`src/fra_pkg.sv`:
```
// ----------------------------------------------------------------------------
// fra_pkg: shared types and constants of the frame reassembler
// Beat payloads, frame geometry, ASCII codes and result status codes.
// ----------------------------------------------------------------------------
`default_nettype none

package fra_pkg;

  // Frame geometry
  localparam int unsigned PayloadBytes = 10;
  localparam int unsigned MaxFrames    = 16;
  localparam int unsigned HdrLen       = 4;
  localparam int unsigned StoreSize    = PayloadBytes * MaxFrames;
  localparam int unsigned PosLimit     = HdrLen + PayloadBytes + 1;
  localparam int unsigned PosW         = $clog2(PosLimit + 1);
  localparam int unsigned CntW         = $clog2(PayloadBytes + 1);
  localparam int unsigned FrameW       = (MaxFrames > 1) ? $clog2(MaxFrames) : 1;
  localparam int unsigned StoreAw      = $clog2(StoreSize);
  localparam int unsigned HdrW         = 7;
  localparam int unsigned LenW         = 8;
  localparam int unsigned DecimalBase  = 10;

  // ASCII codes
  localparam logic [7:0] AsciiZero = 8'h30;
  localparam logic [7:0] AsciiNine = 8'h39;
  localparam logic [7:0] AsciiDot  = 8'h2E;
  localparam logic [7:0] AsciiOne  = 8'h31;

  // Result status codes
  localparam logic [2:0] StIncomplete = 3'd0;
  localparam logic [2:0] StComplete   = 3'd1;
  localparam logic [2:0] StEndTurn    = 3'd2;
  localparam logic [2:0] StShutdown   = 3'd3;
  localparam logic [2:0] StMalformed  = 3'd4;
  localparam logic [2:0] StRead       = 3'd5;

  // Input beat
  typedef struct packed {
    logic       op;
    logic [7:0] data_byte;
    logic       last_byte;
    logic [7:0] read_address;
  } in_t;

  // Result beat
  typedef struct packed {
    logic [2:0] status;
    logic [4:0] frame_count;
    logic [7:0] message_length;
    logic [7:0] read_data;
  } out_t;

  // Store write request from the frame parser
  typedef struct packed {
    logic               we;
    logic [StoreAw-1:0] addr;
    logic [7:0]         data;
  } wr_t;

  // End-of-frame outcome from the frame parser
  typedef struct packed {
    logic       done;
    logic [2:0] status;
    logic [4:0] frame_count;
    logic [7:0] message_length;
  } frame_res_t;

endpackage

`default_nettype wire

```
`src/fra_ram.sv`:
```
// ----------------------------------------------------------------------------
// fra_ram: generic single-write, single-read RAM
// One write port and one read port with a registered read data output.
// ----------------------------------------------------------------------------
`default_nettype none

module fra_ram #(
  parameter int unsigned WIDTH = 8,
  parameter int unsigned DEPTH = 160,
  localparam int unsigned AW = (DEPTH > 1) ? $clog2(DEPTH) : 1
) (
  input  wire logic             clk_i,
  input  wire logic             we_i,
  input  wire logic [AW-1:0]    waddr_i,
  input  wire logic [WIDTH-1:0] wdata_i,
  input  wire logic             re_i,
  input  wire logic [AW-1:0]    raddr_i,
  output logic      [WIDTH-1:0] rdata_o
);

  logic [WIDTH-1:0] mem_q [DEPTH];

  // Write port
  always_ff @(posedge clk_i) begin
    if (we_i) begin
      mem_q[waddr_i] <= wdata_i;
    end
  end

  // Registered read port, holds until the next read
  always_ff @(posedge clk_i) begin
    if (re_i) begin
      rdata_o <= mem_q[raddr_i];
    end
  end

endmodule

`default_nettype wire

```
`src/fra_frame.sv`:
```
// ----------------------------------------------------------------------------
// fra_frame: header parser and frame bookkeeping
// Parses the ASCII header, steers payload bytes to the store, tracks the
// received frames and decides the outcome at the end of each frame.
// ----------------------------------------------------------------------------
`default_nettype none

module fra_frame (
  input  wire logic                   clk_i,
  input  wire logic                   rst_ni,
  input  wire logic                   beat_i,
  input  wire logic [7:0]             data_byte_i,
  input  wire logic                   last_byte_i,
  output fra_pkg::wr_t                wr_o,
  output fra_pkg::frame_res_t         res_o
);

  logic [fra_pkg::PosW-1:0]      pos_q, pos_d;
  logic [fra_pkg::HdrW-1:0]      total_q, total_d;
  logic [fra_pkg::HdrW-1:0]      index_q, index_d;
  logic                          bad_q, bad_d;
  logic                          ended_q, ended_d;
  logic                          dot_q, dot_d;
  logic                          one_q, one_d;
  logic [fra_pkg::CntW-1:0]      cnt_q, cnt_d;
  logic [fra_pkg::MaxFrames-1:0] recv_q, recv_d;
  logic [fra_pkg::CntW-1:0]      flen_q [fra_pkg::MaxFrames];

  logic [7:0]                    digit;
  logic [fra_pkg::PosW-1:0]      slot;
  logic                          hdr_ok_q, hdr_ok_d;
  logic [fra_pkg::MaxFrames-1:0] recv_mark;
  logic [fra_pkg::MaxFrames-1:0] in_msg;
  logic                          all_in;
  logic [fra_pkg::FrameW-1:0]    idx_cur, idx_new, last_idx;
  logic [fra_pkg::CntW-1:0]      last_len;
  logic                          flen_we;

  function automatic logic hdr_ok(logic [fra_pkg::HdrW-1:0] total,
                                  logic [fra_pkg::HdrW-1:0] index, logic bad);
    hdr_ok = !bad && (total != '0) &&
             (total <= fra_pkg::HdrW'(fra_pkg::MaxFrames)) && (index < total);
  endfunction

  assign digit    = data_byte_i - fra_pkg::AsciiZero;
  assign slot     = pos_q - fra_pkg::PosW'(fra_pkg::HdrLen);
  assign hdr_ok_q = hdr_ok(total_q, index_q, bad_q);
  assign idx_cur  = index_q[fra_pkg::FrameW-1:0];

  // Take one frame byte: header digits, payload flags and store write
  always_comb begin
    pos_d   = pos_q;
    total_d = total_q;
    index_d = index_q;
    bad_d   = bad_q;
    ended_d = ended_q;
    dot_d   = dot_q;
    one_d   = one_q;
    cnt_d   = cnt_q;
    wr_o.we   = 1'b0;
    wr_o.addr = fra_pkg::StoreAw'(idx_cur) * fra_pkg::StoreAw'(fra_pkg::PayloadBytes) +
                fra_pkg::StoreAw'(slot);
    wr_o.data = data_byte_i;
    if (beat_i && (pos_q < fra_pkg::PosW'(fra_pkg::PosLimit))) begin
      if (pos_q < fra_pkg::PosW'(fra_pkg::HdrLen)) begin
        if ((data_byte_i < fra_pkg::AsciiZero) || (data_byte_i > fra_pkg::AsciiNine)) begin
          bad_d = 1'b1;
        end else begin
          unique case (pos_q[1:0])
            2'd0: total_d = fra_pkg::HdrW'(digit[3:0]) * fra_pkg::HdrW'(fra_pkg::DecimalBase);
            2'd1: total_d = total_q + fra_pkg::HdrW'(digit[3:0]);
            2'd2: index_d = fra_pkg::HdrW'(digit[3:0]) * fra_pkg::HdrW'(fra_pkg::DecimalBase);
            2'd3: index_d = index_q + fra_pkg::HdrW'(digit[3:0]);
          endcase
        end
      end else if (!ended_q) begin
        if (data_byte_i == 8'h00) begin
          ended_d = 1'b1;
        end else begin
          if ((slot == fra_pkg::PosW'(0)) && (data_byte_i == fra_pkg::AsciiDot)) begin
            dot_d = 1'b1;
          end
          if ((slot == fra_pkg::PosW'(1)) && (data_byte_i == fra_pkg::AsciiOne)) begin
            one_d = 1'b1;
          end
          if (slot < fra_pkg::PosW'(fra_pkg::PayloadBytes)) begin
            wr_o.we = hdr_ok_q;
            cnt_d   = cnt_q + fra_pkg::CntW'(1);
          end
        end
      end
      pos_d = pos_q + fra_pkg::PosW'(1);
    end
  end

  assign hdr_ok_d = hdr_ok(total_d, index_d, bad_d);
  assign idx_new  = index_d[fra_pkg::FrameW-1:0];
  assign last_idx = fra_pkg::FrameW'(total_d - fra_pkg::HdrW'(1));

  // Mark this frame and check the frames of the message
  always_comb begin
    for (int i = 0; i < fra_pkg::MaxFrames; i++) begin
      recv_mark[i] = recv_q[i] | (idx_new == fra_pkg::FrameW'(i));
      in_msg[i]    = fra_pkg::HdrW'(i) < total_d;
    end
  end
  assign all_in   = &(recv_mark | ~in_msg);
  assign last_len = (last_idx == idx_new) ? cnt_d : flen_q[last_idx];

  // Decide the frame outcome
  always_comb begin
    res_o.done           = beat_i && last_byte_i;
    res_o.status         = fra_pkg::StMalformed;
    res_o.frame_count    = '0;
    res_o.message_length = '0;
    recv_d               = recv_q;
    flen_we              = 1'b0;
    if (res_o.done && (pos_d >= fra_pkg::PosW'(fra_pkg::HdrLen)) && hdr_ok_d) begin
      res_o.frame_count = 5'(total_d);
      flen_we           = 1'b1;
      recv_d            = recv_mark;
      if (dot_d) begin
        res_o.status = one_d ? fra_pkg::StEndTurn : fra_pkg::StShutdown;
      end else if (all_in) begin
        res_o.status         = fra_pkg::StComplete;
        res_o.message_length = fra_pkg::LenW'(last_idx) *
                               fra_pkg::LenW'(fra_pkg::PayloadBytes) +
                               fra_pkg::LenW'(last_len);
        recv_d               = '0;
      end else begin
        res_o.status = fra_pkg::StIncomplete;
      end
    end
  end

  // Advance frame state, drop it at the end of a frame
  always_ff @(posedge clk_i or negedge rst_ni) begin
    if (!rst_ni) begin
      pos_q   <= '0;
      total_q <= '0;
      index_q <= '0;
      bad_q   <= 1'b0;
      ended_q <= 1'b0;
      dot_q   <= 1'b0;
      one_q   <= 1'b0;
      cnt_q   <= '0;
      recv_q  <= '0;
    end else if (beat_i) begin
      recv_q <= recv_d;
      if (last_byte_i) begin
        pos_q   <= '0;
        total_q <= '0;
        index_q <= '0;
        bad_q   <= 1'b0;
        ended_q <= 1'b0;
        dot_q   <= 1'b0;
        one_q   <= 1'b0;
        cnt_q   <= '0;
      end else begin
        pos_q   <= pos_d;
        total_q <= total_d;
        index_q <= index_d;
        bad_q   <= bad_d;
        ended_q <= ended_d;
        dot_q   <= dot_d;
        one_q   <= one_d;
        cnt_q   <= cnt_d;
      end
    end
  end

  // Record the frame length
  always_ff @(posedge clk_i) begin
    if (flen_we) begin
      flen_q[idx_new] <= cnt_d;
    end
  end

endmodule

`default_nettype wire

```
`src/frame_reassembler_ascii_header.sv`:
```
// ----------------------------------------------------------------------------
// frame_reassembler_ascii_header: frame reassembler with ASCII decimal header
// Collects frame payloads into a message store and reports frame outcomes.
// ----------------------------------------------------------------------------
// Result path: an accepted beat reaches its result beat through the store read
//   stage, then the output register; frame bytes without the last mark give none.
// Throughput: one beat per cycle while the result channel is not stalled.
// Reset: control state and frame marks clear at once; the message store and
//   the frame lengths are undefined until written, with no clearing pass.
`default_nettype none

module frame_reassembler_ascii_header (
  input  wire logic           clk_i,
  input  wire logic           rst_ni,
  input  wire logic           in_valid_i,
  output logic                in_ready_o,
  input  wire fra_pkg::in_t   in_data_i,
  output logic                out_valid_o,
  input  wire logic           out_ready_i,
  output fra_pkg::out_t       out_data_o
);

  logic                 accept;
  logic                 frame_beat;
  logic                 rd_oor;
  logic                 rd_en;
  logic                 s1_go;
  fra_pkg::wr_t         wr;
  fra_pkg::frame_res_t  res;
  logic [7:0]           rdata;

  logic                 s1_v_q;
  logic                 s1_read_q;
  logic                 s1_oor_q;
  fra_pkg::frame_res_t  s1_res_q;
  logic                 out_v_q;
  fra_pkg::out_t        out_q;

  // Handshake and stage flow
  assign s1_go      = s1_v_q && (!out_v_q || out_ready_i);
  assign in_ready_o = !s1_v_q || s1_go;
  assign accept     = in_valid_i && in_ready_o;
  assign frame_beat = accept && !in_data_i.op;
  assign rd_oor     = in_data_i.read_address >= 8'(fra_pkg::StoreSize);
  assign rd_en      = accept && in_data_i.op && !rd_oor;

  fra_frame u_frame (
    .clk_i       (clk_i),
    .rst_ni      (rst_ni),
    .beat_i      (frame_beat),
    .data_byte_i (in_data_i.data_byte),
    .last_byte_i (in_data_i.last_byte),
    .wr_o        (wr),
    .res_o       (res)
  );

  fra_ram #(
    .WIDTH (8),
    .DEPTH (fra_pkg::StoreSize)
  ) u_store (
    .clk_i   (clk_i),
    .we_i    (wr.we),
    .waddr_i (wr.addr),
    .wdata_i (wr.data),
    .re_i    (rd_en),
    .raddr_i (in_data_i.read_address[fra_pkg::StoreAw-1:0]),
    .rdata_o (rdata)
  );

  // Stage valids
  always_ff @(posedge clk_i or negedge rst_ni) begin
    if (!rst_ni) begin
      s1_v_q  <= 1'b0;
      out_v_q <= 1'b0;
    end else begin
      if (accept) begin
        s1_v_q <= in_data_i.op || res.done;
      end else if (s1_go) begin
        s1_v_q <= 1'b0;
      end
      if (s1_go) begin
        out_v_q <= 1'b1;
      end else if (out_ready_i) begin
        out_v_q <= 1'b0;
      end
    end
  end

  // Stage payloads: hold while stalled
  always_ff @(posedge clk_i) begin
    if (accept) begin
      s1_read_q <= in_data_i.op;
      s1_oor_q  <= rd_oor;
      s1_res_q  <= res;
    end
    if (s1_go) begin
      if (s1_read_q) begin
        out_q.status         <= fra_pkg::StRead;
        out_q.frame_count    <= '0;
        out_q.message_length <= '0;
        out_q.read_data      <= s1_oor_q ? 8'h00 : rdata;
      end else begin
        out_q.status         <= s1_res_q.status;
        out_q.frame_count    <= s1_res_q.frame_count;
        out_q.message_length <= s1_res_q.message_length;
        out_q.read_data      <= 8'h00;
      end
    end
  end

  assign out_valid_o = out_v_q;
  assign out_data_o  = out_q;

  // Checks
  a_read_enters_stage: assert property (@(posedge clk_i) disable iff (!rst_ni)
    accept && in_data_i.op |=> s1_v_q && s1_read_q)
    else $error("read beat did not enter the read stage");

  a_read_fields_zero: assert property (@(posedge clk_i) disable iff (!rst_ni)
    out_valid_o && (out_data_o.status == fra_pkg::StRead) |->
      (out_data_o.frame_count == 5'd0) && (out_data_o.message_length == 8'd0))
    else $error("read result carries frame fields");

  a_malformed_zero: assert property (@(posedge clk_i) disable iff (!rst_ni)
    out_valid_o && (out_data_o.status == fra_pkg::StMalformed) |->
      (out_data_o.frame_count == 5'd0) && (out_data_o.message_length == 8'd0) &&
      (out_data_o.read_data == 8'd0))
    else $error("malformed result carries data");

  a_complete_count: assert property (@(posedge clk_i) disable iff (!rst_ni)
    out_valid_o && (out_data_o.status == fra_pkg::StComplete) |->
      (out_data_o.frame_count != 5'd0))
    else $error("complete message without frame count");

endmodule

`default_nettype wire

```
`config.mk`:
```
export PLATFORM = sky130hd
export DESIGN_NAME = frame_reassembler_ascii_header
export DESIGN_NICKNAME = d
export VERILOG_FILES = /design/src/fra_pkg.sv /design/src/fra_ram.sv /design/src/fra_frame.sv /design/src/frame_reassembler_ascii_header.sv
export SDC_FILE = /design/constraint.sdc
export NUM_CORES = 1
export LEC_CHECK = 0
export BUFFER_PORTS_ARGS = -buffer_cell sky130_fd_sc_hd__buf_2
export CAP_MARGIN = 20
export CORE_MARGIN = 3
export CORE_UTILIZATION = 35
export CTS_CLUSTER_SIZE = 20
export DETAILED_ROUTE_END_ITERATION = 10
export HOLD_SLACK_MARGIN = 0.05
export PLACE_DENSITY_LB_ADDON = 0.12
export SLEW_MARGIN = 20
export SYNTH_ARGS = -nofsm -noshare
export SYNTH_HDL_FRONTEND = slang
export SYNTH_HIERARCHICAL = 1
export SYNTH_SLANG_ARGS = --single-unit
export TNS_END_PERCENT = 20
```
`constraint.sdc`:
```
create_clock -name clk_i -period 10.2 [get_ports clk_i]
set_clock_uncertainty 0.05 [all_clocks]
set_input_delay 2.04 -clock clk_i [delete_from_list [all_inputs] [get_ports clk_i]]
set_output_delay 2.04 -clock clk_i [all_outputs]
set_load 0.02 [all_outputs]
```
==> results of run 1 <==
==> state kept, by name (all words and copies together) (netlist names), 4 cells and up <==
| name | cells |
|---|---|
| out_data_o | 24 |
| s1_res_q | 16 |
| u_frame/cnt_q | 4 |
| u_frame/flen_q | 64 |
| u_frame/index_q | 7 |
| u_frame/pos_q | 4 |
| u_frame/recv_q | 16 |
| u_frame/total_q | 7 |
| u_store/mem_q | 1280 |
| u_store/rdata_o | 8 |
==> critical path: stages <==
cell and delay (ps):
buf_2 80, nand3b_1 170, and3b_1 180, buf_4 280
a21boi_4 380, nand4_1 380, nor2_1 290, or2_1 390
inv_1 240, ha_1 340, clkinv_1 600, mux4_2 530
mux4_2 490, mux2_2 280, ha_1 210, fa_1 410
a21o_1 200, nand3_1 120, mux2i_1 90, a22oi_1 260
nor3_2 50
==> path summary, 6_finish.rpt <==
kind	endpoint	startpoint
max	s1_res_q[7]	out_ready_i
min	out_valid_o	s1_v_q
max reg2reg	s1_res_q[7]	out_valid_o
min reg2reg	out_valid_o	s1_v_q
max in group asynchronous	u_frame/total_q[3]	rst_ni
min in group asynchronous	u_frame/total_q[6]	rst_ni
==> kinds of logic after synthesis <==
logic type               Yosys count
AO/OA/AOI/OAI                    392
XOR/XNOR                          22
adder cells (fa/ha/maj)           54
buffers and inverters            223
flip-flops                      1438
multiplexers                     464
AND/OR/NAND/NOR                  619
==> area by class of cell <==
class | instances | area share
sequential | 1438 | 0.647
multi-input combinational | 1551 | 0.221
clock buffer | 200 | 0.0632
tap | 2189 | 0.0413
clock inverter | 87 | 0.0124
timing repair buffer | 105 | 0.0119
inverter | 45 | 0.00262
antenna | 2 | 0.0000754
==> power by group through the flow <==
stage | Combinational (mW) | Sequential (mW) | Clock, mW
after floorplan | 0.463 | 6.64 | 0
after global placement | 0.736 | 6.63 | 0
after detailed placement | 0.744 | 6.64 | 0
after CTS | 0.745 | 6.51 | 5.66
after global routing | 0.789 | 6.51 | 5.89
final | 0.736 | 6.51 | 5.51
==> per-layer routing <==
metal	up-vias	GRT usage	wire length [µm]
met3	251	0.0328	9260
met1	16600	0.253	69400
met5	-	0	13
met2	1026	0.310	79900
met4	2	0.0546	4370
li1	13300	-	-
==> synthesized netlist by cell type, types with 9 or more instances <==
cell and number:
o22ai_1 66, clkbuf_1 78, a22o_1 10, a2111oi_0 10, o211ai_1 16, nand4_1 22, mux2_2 40, a21o_1 9
and2_1 25, nor3_1 53, buf_2 27, mux2i_1 164, buf_6 37, ha_1 47, nand2b_1 12, a211oi_1 16
inv_1 40, o221ai_1 42, o21ai_0 44, mux4_2 235, nand2_1 107, a31oi_1 22, dfrtp_1 44, nand3_1 56
a22oi_1 27, edfxtp_1 1394, mux4_1 25, nor2_1 234, nor2b_1 39, nor4_1 18, a21oi_1 73, buf_4 25
xnor2_1 14, buf_1 9
==> flow_summary.json, run 1 <==
{
  "gr-total-overflow": 0,
  "die_w_um": 416,
  "synth.top_cell.area_share": 0.711,
  "pwr-share-seq": 0.510,
  "maxCapViolations": 0,
  "synth_cell_type_count": 82,
  "p_sw_frac": 0.222,
  "pwr_density_cell_nw_per_um2": 192,
  "setup_viol": 0,
  "totalWireLength_um": 163000,
  "dieArea_um2": 173000,
  "place_inst": 5327,
  "ys_top_cells_by_area": "edfxtp_1, mux4_2, mux2i_1, dfrtp_1, nor2_1",
  "hold_violations": 0,
  "nNetsFinal": 3375,
  "n_fill_cell": 14800,
  "clkPwrFrac": 0.432,
  "cts_setup_buffers": 0,
  "yosys.area_share.simple": 0.0507,
  "stdcell_area_um2": 66400,
  "synth_mux_area_frac": 0.137,
  "outcome": "complete, no violations",
  "cts_inserted_buffers": 158,
  "cts_max_path_buffers": 3,
  "clkLatencyLatePin_ps": 780,
  "fin_total_pwr_mw": 12.8,
  "syn_area_um2": 58900,
  "synth_adder_area_share": 0.0124,
  "start_util": 0.354,
  "final_cell_mix": "edfxtp_1, mux4_2, nor2_1",
  "viasPerCell": 5.55,
  "syn_to_final_growth_pct": 12.7,
  "io_buffers": 47,
  "path_clk_slew_ps": 60,
  "leakagePower_nw": 21.1,
  "max_freq_mhz": 132,
  "htreeDepth": 4,
  "ff2ff_path_depth": 20,
  "coreArea_um2": 166000,
  "postPlaceCellArea_um2": 61300,
  "cts_sinks": 1438,
  "synth_fp_nets": 3288,
  "postCtsHoldBufs": 0,
  "cts_resized": 0,
  "ys_warn_count": 6,
  "placement_rows": 149,
  "hold_depth": 1,
  "drtIter0Drc": 2647,
  "power.switching_mw": 2.84,
  "synth_top_family_by_area": "multiplexers",
  "synth_xor_area_frac": 0.00327,
  "fin_util": 0.400,
  "worstPathRequired_ps": 10670,
  "synthCells": 3212,
  "min_path_type": "flop to flop",
  "p_comb_frac": 0.058,
  "ir_drop_v": 0.000173,
  "drv_slew": 0,
  "startpoint_type": "primary input",
  "fin_setup_tns_ps": 0,
  "seq_area_um2": 43000,
  "grt_max_degree": 110,
  "place_congestion": 0.861,
  "synth_compound_area_frac": 0.0458,
  "fin_ws_ps": 2630,
  "cts-root-buf": "clkbuf_16",
  "timing.slew.headroom": 0.184,
  "r2r_slack_ps": 3610,
  "ys_seq_area_frac": 0.730,
  "rsz0062_at_grt": "no",
  "cts_tree": "done",
  "dp.final_hpwl_um": 105000,
  "fin_crit_sh": 0.743,
  "place_ws_ps": 1860,
  "whs_ps": 447,
  "end_kind": "flop",
  "routedWlPerCell_um": 29.0,
  "die_y_um": 416,
  "layout.cells.non_filler": 5617,
  "worstPathArrival_ps": 8040,
  "period_minus_slack_ps": 7570,
  "grt_pass1_vias": 32100,
  "dr.pass1.iters": 5,
  "vias": 31100,
  "antenna_found_initial": 9,
  "postSynth.asyncResetShare": 0.0306,
  "final_common_cell": "edfxtp_1",
  "ys_ff_latch": 1438,
  "drtAntennaViolNets": 0,
  "grt_pass1_wl_um": 235000,
  "setup.worst_path.class": "primary input to flop",
  "synth-main-ff-cell": "edfxtp_1",
  "grt.total_usage": 0.187,
  "syn_avg_cell_area_um2": 18.3,
  "ioPinCount": 48,
  "intPower_mw": 9.92,
  "path_max_fanout": 26,
  "drive_above_1_share": 0.188,
  "worst_slew_pin_slew_ps": 1220,
  "synth_top_area_cell": "edfxtp_1",
  "drc": 0,
  "synth-edff-count": 1394,
  "multi_input_area_um2": 14700
}
(Power assumes the default switching activity.)
==> run 2, diff against run 1 <==
==> constraint.sdc (replaced) <==
create_clock -name clk_i -period 6.49 [get_ports clk_i]
set_clock_uncertainty 0.05 [all_clocks]
set_input_delay 1.298 -clock clk_i [delete_from_list [all_inputs] [get_ports clk_i]]
set_output_delay 1.298 -clock clk_i [all_outputs]
set_load 0.02 [all_outputs]
==> flow_summary.json, run 2 (synthesized netlist as in run 1, its figures left out) <==
{
  "postPlaceCellArea_um2": 62400,
  "placement_rows": 149,
  "worstPathRequired_ps": 6960,
  "outcome": "complete, no violations",
  "place_congestion": 0.856,
  "crit_path_cell_trace": "ha_1, a21boi_4, and4_1, a21oi_1, or2_1, inv_1, ha_1, clkinv_1, buf_4, mux4_2, mux4_2, mux2_2, ha_1, fa_1, a21o_1, nand3_1, mux2i_1, a22oi_1, nor3_2",
  "antenna_found_initial": 5,
  "ff2ff_path_depth": 19,
  "cts_max_path_buffers": 3,
  "startpoint_type": "flop",
  "seq_area_um2": 43000,
  "p_sw_frac": 0.223,
  "end_kind": "flop",
  "critPathSlowestCell": "dfrtp_1",
  "top_register": "u_store/mem_q",
  "ir_drop_v": 0.000246,
  "rsz0062_at_grt": "no",
  "die_y_um": 416,
  "cts_inserted_buffers": 159,
  "setup.worst_path.class": "flop to flop",
  "htreeDepth": 4,
  "maxCapViolations": 0,
  "pwr_density_cell_nw_per_um2": 298,
  "max_freq_mhz": 175,
  "nNetsFinal": 3522,
  "cpPeakStageDelay_ps": 740,
  "period_minus_slack_ps": 5700,
  "drc": 0,
  "whs_ps": 428,
  "dieArea_um2": 173000,
  "totalWireLength_um": 164000,
  "leakagePower_nw": 21.9,
  "n_fill_cell": 14700,
  "ioPinCount": 48,
  "drtIter0Drc": 2734,
  "syn_to_final_growth_pct": 14.6,
  "grt_pass1_vias": 32200,
  "gr-total-overflow": 0,
  "hold_depth": 1,
  "drive_above_1_share": 0.219,
  "fin_setup_tns_ps": 0,
  "stdcell_area_um2": 67500,
  "cts_sinks": 1438,
  "path_max_fanout": 20,
  "grt_pass1_wl_um": 237000,
  "postCtsHoldBufs": 0,
  "drtAntennaViolNets": 0,
  "clkLatencyLatePin_ps": 780,
  "dp.final_hpwl_um": 107000,
  "cp_common_cell": "ha_1",
  "fin_total_pwr_mw": 20.1,
  "final_common_cell": "edfxtp_1",
  "coreArea_um2": 166000,
  "intPower_mw": 15.6,
  "dr.pass1.iters": 5,
  "worstPathArrival_ps": 6170,
  "setup_viol": 0,
  "drv_slew": 0,
  "start_util": 0.354,
  "io_buffers": 47,
  "cts_setup_buffers": 0,
  "vias": 31400,
  "multi_input_area_um2": 14700,
  "power.switching_mw": 4.50,
  "routedWlPerCell_um": 28.5,
  "fin_util": 0.406,
  "clkPwrFrac": 0.432,
  "cts_resized": 0,
  "viasPerCell": 5.45,
  "die_w_um": 416,
  "fin_crit_sh": 0.878,
  "pwr-share-seq": 0.508,
  "worst_slew_pin_slew_ps": 1090,
  "min_path_type": "flop to flop",
  "timing.slew.headroom": 0.271,
  "cts_tree": "done",
  "grt.total_usage": 0.188,
  "p_comb_frac": 0.059,
  "path_clk_slew_ps": 60,
  "largest_register_ffs": 1280,
  "final_cell_mix": "edfxtp_1, mux4_2, nor2_1",
  "grt_max_degree": 163,
  "hold_violations": 0,
  "cts-root-buf": "clkbuf_16"
}
## run 2: cell count changes in the layout (fill, tap and decap cells not counted), sizes merged
cell      delta
buf        +146
clkbuf       -7
inv          +4
clkinv       -2
bufinv       +1
clkinvlp     +1
## run 2: area by class of cell
cell class,count,area share
diodes,2,0.0000741
inverters,45,0.00258
repair buffers,251,0.0288
multi-input cells,1551,0.217
well taps,2189,0.0406
clock inverters,91,0.0127
clock buffers,193,0.0616
flip-flops and latches,1438,0.636
## run 2: power by group through the flow
stage,clock [mW],combinational [mW],sequential (mW)
2_1_floorplan,0,0.727,10.4
3_3_place_gp,0,1.21,10.4
3_5_place_dp,0,1.21,10.4
4_1_cts,8.94,1.22,10.2
5_1_grt,9.32,1.28,10.2
6_report,8.70,1.20,10.2
## run 2: metal layers
| layer | track usage | part of all wire |
|---|---|---|
| met3 | 0.0300 | 0.052 |
| met5 | 0 | 0 |
| met2 | 0.311 | 0.49 |
| met4 | 0.0574 | 0.029 |
| met1 | 0.257 | 0.43 |
## run 2: worst max-delay path, delay by kind of cell (launching register included)
kind	cells	cell delay [ps]
AOI/OAI and AO/OA	4	800
adders and majority gates	4	1570
buffers and inverters	3	450
DFF	1	740
muxes	4	1190
and+or+nand+nor	4	630
## run 2: path summary, 6_finish.rpt
path	end	startpoint	slack [ps]
min reg2reg	out_valid_o	s1_v_q	430
min in group asynchronous	u_frame/ended_q	rst_ni	500
max	s1_res_q[7]	u_frame/pos_q[0]	790
max in group asynchronous	u_frame/recv_q[13]	rst_ni	5460
min	out_valid_o	s1_v_q	430
max reg2reg	s1_res_q[7]	u_frame/pos_q[0]	790
## run 2: stage by stage
stage	worst slack, ps	instances
2_1_floorplan	5.48	3212
6_report	790	5760
3_5_place_dp	267	5473
5_1_grt	439	5758
3_3_place_gp	292	5473
4_1_cts	843	5757
==> run 3, diff against run 2 <==
--- a/config.mk
+++ b/config.mk
@@ -11,11 +11,11 @@
 export CORE_UTILIZATION = 35
 export CTS_CLUSTER_SIZE = 20
 export DETAILED_ROUTE_END_ITERATION = 10
+export GPL_TIMING_DRIVEN = 0
 export HOLD_SLACK_MARGIN = 0.05
 export PLACE_DENSITY_LB_ADDON = 0.12
 export SLEW_MARGIN = 20
 export SYNTH_ARGS = -nofsm -noshare
 export SYNTH_HDL_FRONTEND = slang
-export SYNTH_HIERARCHICAL = 1
 export SYNTH_SLANG_ARGS = --single-unit
 export TNS_END_PERCENT = 20
==> flow_summary.json, run 3 <==
{
  "min_path_type": "primary input to async pin",
  "synth.top_cell.area_share": 0.717,
  "whs_ps": 342,
  "end_kind": "flop",
  "yosysMostFrequentCell": "edfxtp_1",
  "dieArea_um2": 172000,
  "ioPinCount": 48,
  "synth_cell_type_count": 94,
  "worst_slew_pin_slew_ps": 1240,
  "critPathSlowestCell": "fa_1",
  "viasPerCell": 5.47,
  "syn_area_um2": 58300,
  "vias": 29200,
  "worstPathArrival_ps": 6660,
  "worstPathRequired_ps": 6930,
  "nNetsFinal": 3118,
  "syn_to_final_growth_pct": 14.7,
  "startpoint_type": "primary input",
  "drive_above_1_share": 0.269,
  "fin_crit_sh": 0.957,
  "synth_common_cells": "edfxtp_1, mux4_2, nor2_1",
  "stdcell_area_um2": 66900,
  "clkLatencyLatePin_ps": 780,
  "setup_viol": 0,
  "grt_pass1_wl_um": 233000,
  "ys_seq_area_frac": 0.736,
  "dp.final_hpwl_um": 109000,
  "drc": 0,
  "largest_register_ffs": 1280,
  "grt.total_usage": 0.192,
  "drtAntennaViolNets": 0,
  "start_util": 0.353,
  "postSynth.asyncResetShare": 0.0306,
  "setup.worst_path.class": "primary input to flop",
  "place_congestion": 0.836,
  "leakagePower_nw": 21.0,
  "io_buffers": 40,
  "cpPeakStageDelay_ps": 500,
  "syn_avg_cell_area_um2": 20.7,
  "synthCells": 2825,
  "drtIter0Drc": 3124,
  "max_freq_mhz": 161,
  "die_w_um": 414,
  "fin_util": 0.405,
  "hold_violations": 0,
  "n_fill_cell": 14600,
  "die_y_um": 414,
  "path_max_fanout": 97,
  "top_register": "u_store.mem_q",
  "gr-total-overflow": 0,
  "postPlaceCellArea_um2": 61800,
  "dr.pass1.iters": 5,
  "ir_drop_v": 0.000268,
  "antenna_found_initial": 12,
  "totalWireLength_um": 165000,
  "drv_slew": 0,
  "synth_top_area_cell": "edfxtp_1",
  "placement_rows": 149,
  "final_common_cell": "edfxtp_1",
  "pwr_density_cell_nw_per_um2": 307,
  "synth-edff-count": 1394,
  "rsz0062_at_grt": "yes",
  "outcome": "complete, no violations",
  "ys_top_cells_by_area": "edfxtp_1, mux4_2, dfrtp_1, nor2_1, ha_1",
  "r2r_slack_ps": 630,
  "ys_warn_count": 0,
  "cts_max_path_buffers": 3,
  "synth_fp_nets": 2902,
  "path_clk_slew_ps": 60,
  "cts_tree": "done",
  "cts-root-buf": "clkbuf_16",
  "maxCapViolations": 0,
  "final_cell_mix": "edfxtp_1, mux4_2, nor2_1",
  "cts_sinks": 1438,
  "htreeDepth": 4,
  "coreArea_um2": 165000,
  "ys_ff_latch": 1438,
  "routedWlPerCell_um": 30.8,
  "grt_pass1_vias": 30400,
  "grt_max_degree": 125,
  "crit_path_cell_trace": "buf_12, buf_16, inv_1, fa_1, xnor2_1, a2111oi_2, nor3_1, nor4_2, xnor2_2, xor2_1, or4_1, buf_2, mux2_4, ha_1, inv_1, fa_1, nor2b_1, o21a_1, a21oi_1, a32oi_1, nor3_1",
  "timing.slew.headroom": 0.170,
  "postCtsHoldBufs": 0,
  "synth-main-ff-cell": "edfxtp_1",
  "period_minus_slack_ps": 6210,
  "cts_setup_buffers": 0,
  "cts_inserted_buffers": 156
}
run 3: changes by cell type after synthesis, moves of 32 or more:
| cell | change |
|---|---|
| buf_6 | -35 |
| mux2_2 | -35 |
| mux2i_1 | -142 |
| mux4_2 | +191 |
| nand2_1 | -32 |
| nand3_1 | -35 |
| nor3_1 | -33 |
| o221ai_1 | -42 |
| o22ai_1 | -54 |
run 3: cell families after synthesis:
logic type | synth area share
DFF | 0.736
muxes | 0.170
and+or+nand+nor | 0.0369
AOI/OAI and AO/OA | 0.0270
buffers and inverters | 0.0126
adders and majority gates | 0.0127
xor gates and xnor gates | 0.00418
run 3: timing repair:
item / in CTS / in global routing
setup endpoints to repair: 4 / 63
cloned: 0 / 1
resized for setup: 5 / 6
run 3: report_power, final:
group | internal [mW] | leakage (nW) | total (mW) | switching (mW)
Clock | 5.18 | 2.43 | 8.79 | 3.61
Combinational | 0.471 | 5.43 | 1.48 | 1.01
Sequential | 10.2 | 13.2 | 10.3 | 0.0260
run 3: per-stage QoR:
step / setup TNS, ps / setup slack (ps) / std cells / power, mW
floorplan: 0 / 922 / 2825 / 11.2
global placement: -2017200 / -3390 / 5054 / 11.9
detailed placement: -43790 / -1320 / 5070 / 11.9
CTS: 0 / 39.8 / 5342 / 20.7
global route: -34.7 / -34.7 / 5344 / 21.2
finish: 0 / 278 / 5345 / 20.5
run 3: per-layer routing:
layer	routed length (µm)	track usage
met5	13	0
met4	3030	0.0407
met3	9810	0.0362
met2	81100	0.316
met1	70900	0.266
run 3: worst max-delay path, delay by kind of cell:
family / cells / cell delay, ps
multiplexers: 1 / 210
AO/OA/AOI/OAI: 4 / 810
adder cells (fa/ha/maj): 3 / 1060
buffers and inverters: 5 / 1110
XOR/XNOR: 3 / 630
AND/OR/NAND/NOR: 5 / 1340
run 3: path summary, 6_finish.rpt:
kind / start / end / cells past startpoint
worst max-delay path: in_data_i[10] / s1_res_q[7] / 21
worst min-delay path: rst_ni / u_frame.recv_q[3] / 1
worst max register to register: u_frame.pos_q[0] / u_frame.flen_q[1][0] / 19
worst min register to register: s1_v_q / out_valid_o / 1
max in group asynchronous: rst_ni / out_valid_o / 3
min in group clk_i: s1_v_q / out_valid_o / 1
run 3: layout make-up:
type,count,area [µm²],share of cell area
well taps,2189,2740,0.0409
repair buffers,58,712,0.0106
multi-input cells,1215,14800,0.220
diodes,1,2.50,0.0000374
clock buffers,191,4120,0.0615
plain buffers,135,626,0.00935
inverters,37,143,0.00213
flip-flops and latches,1438,43000,0.642
clock inverters,81,881,0.0132
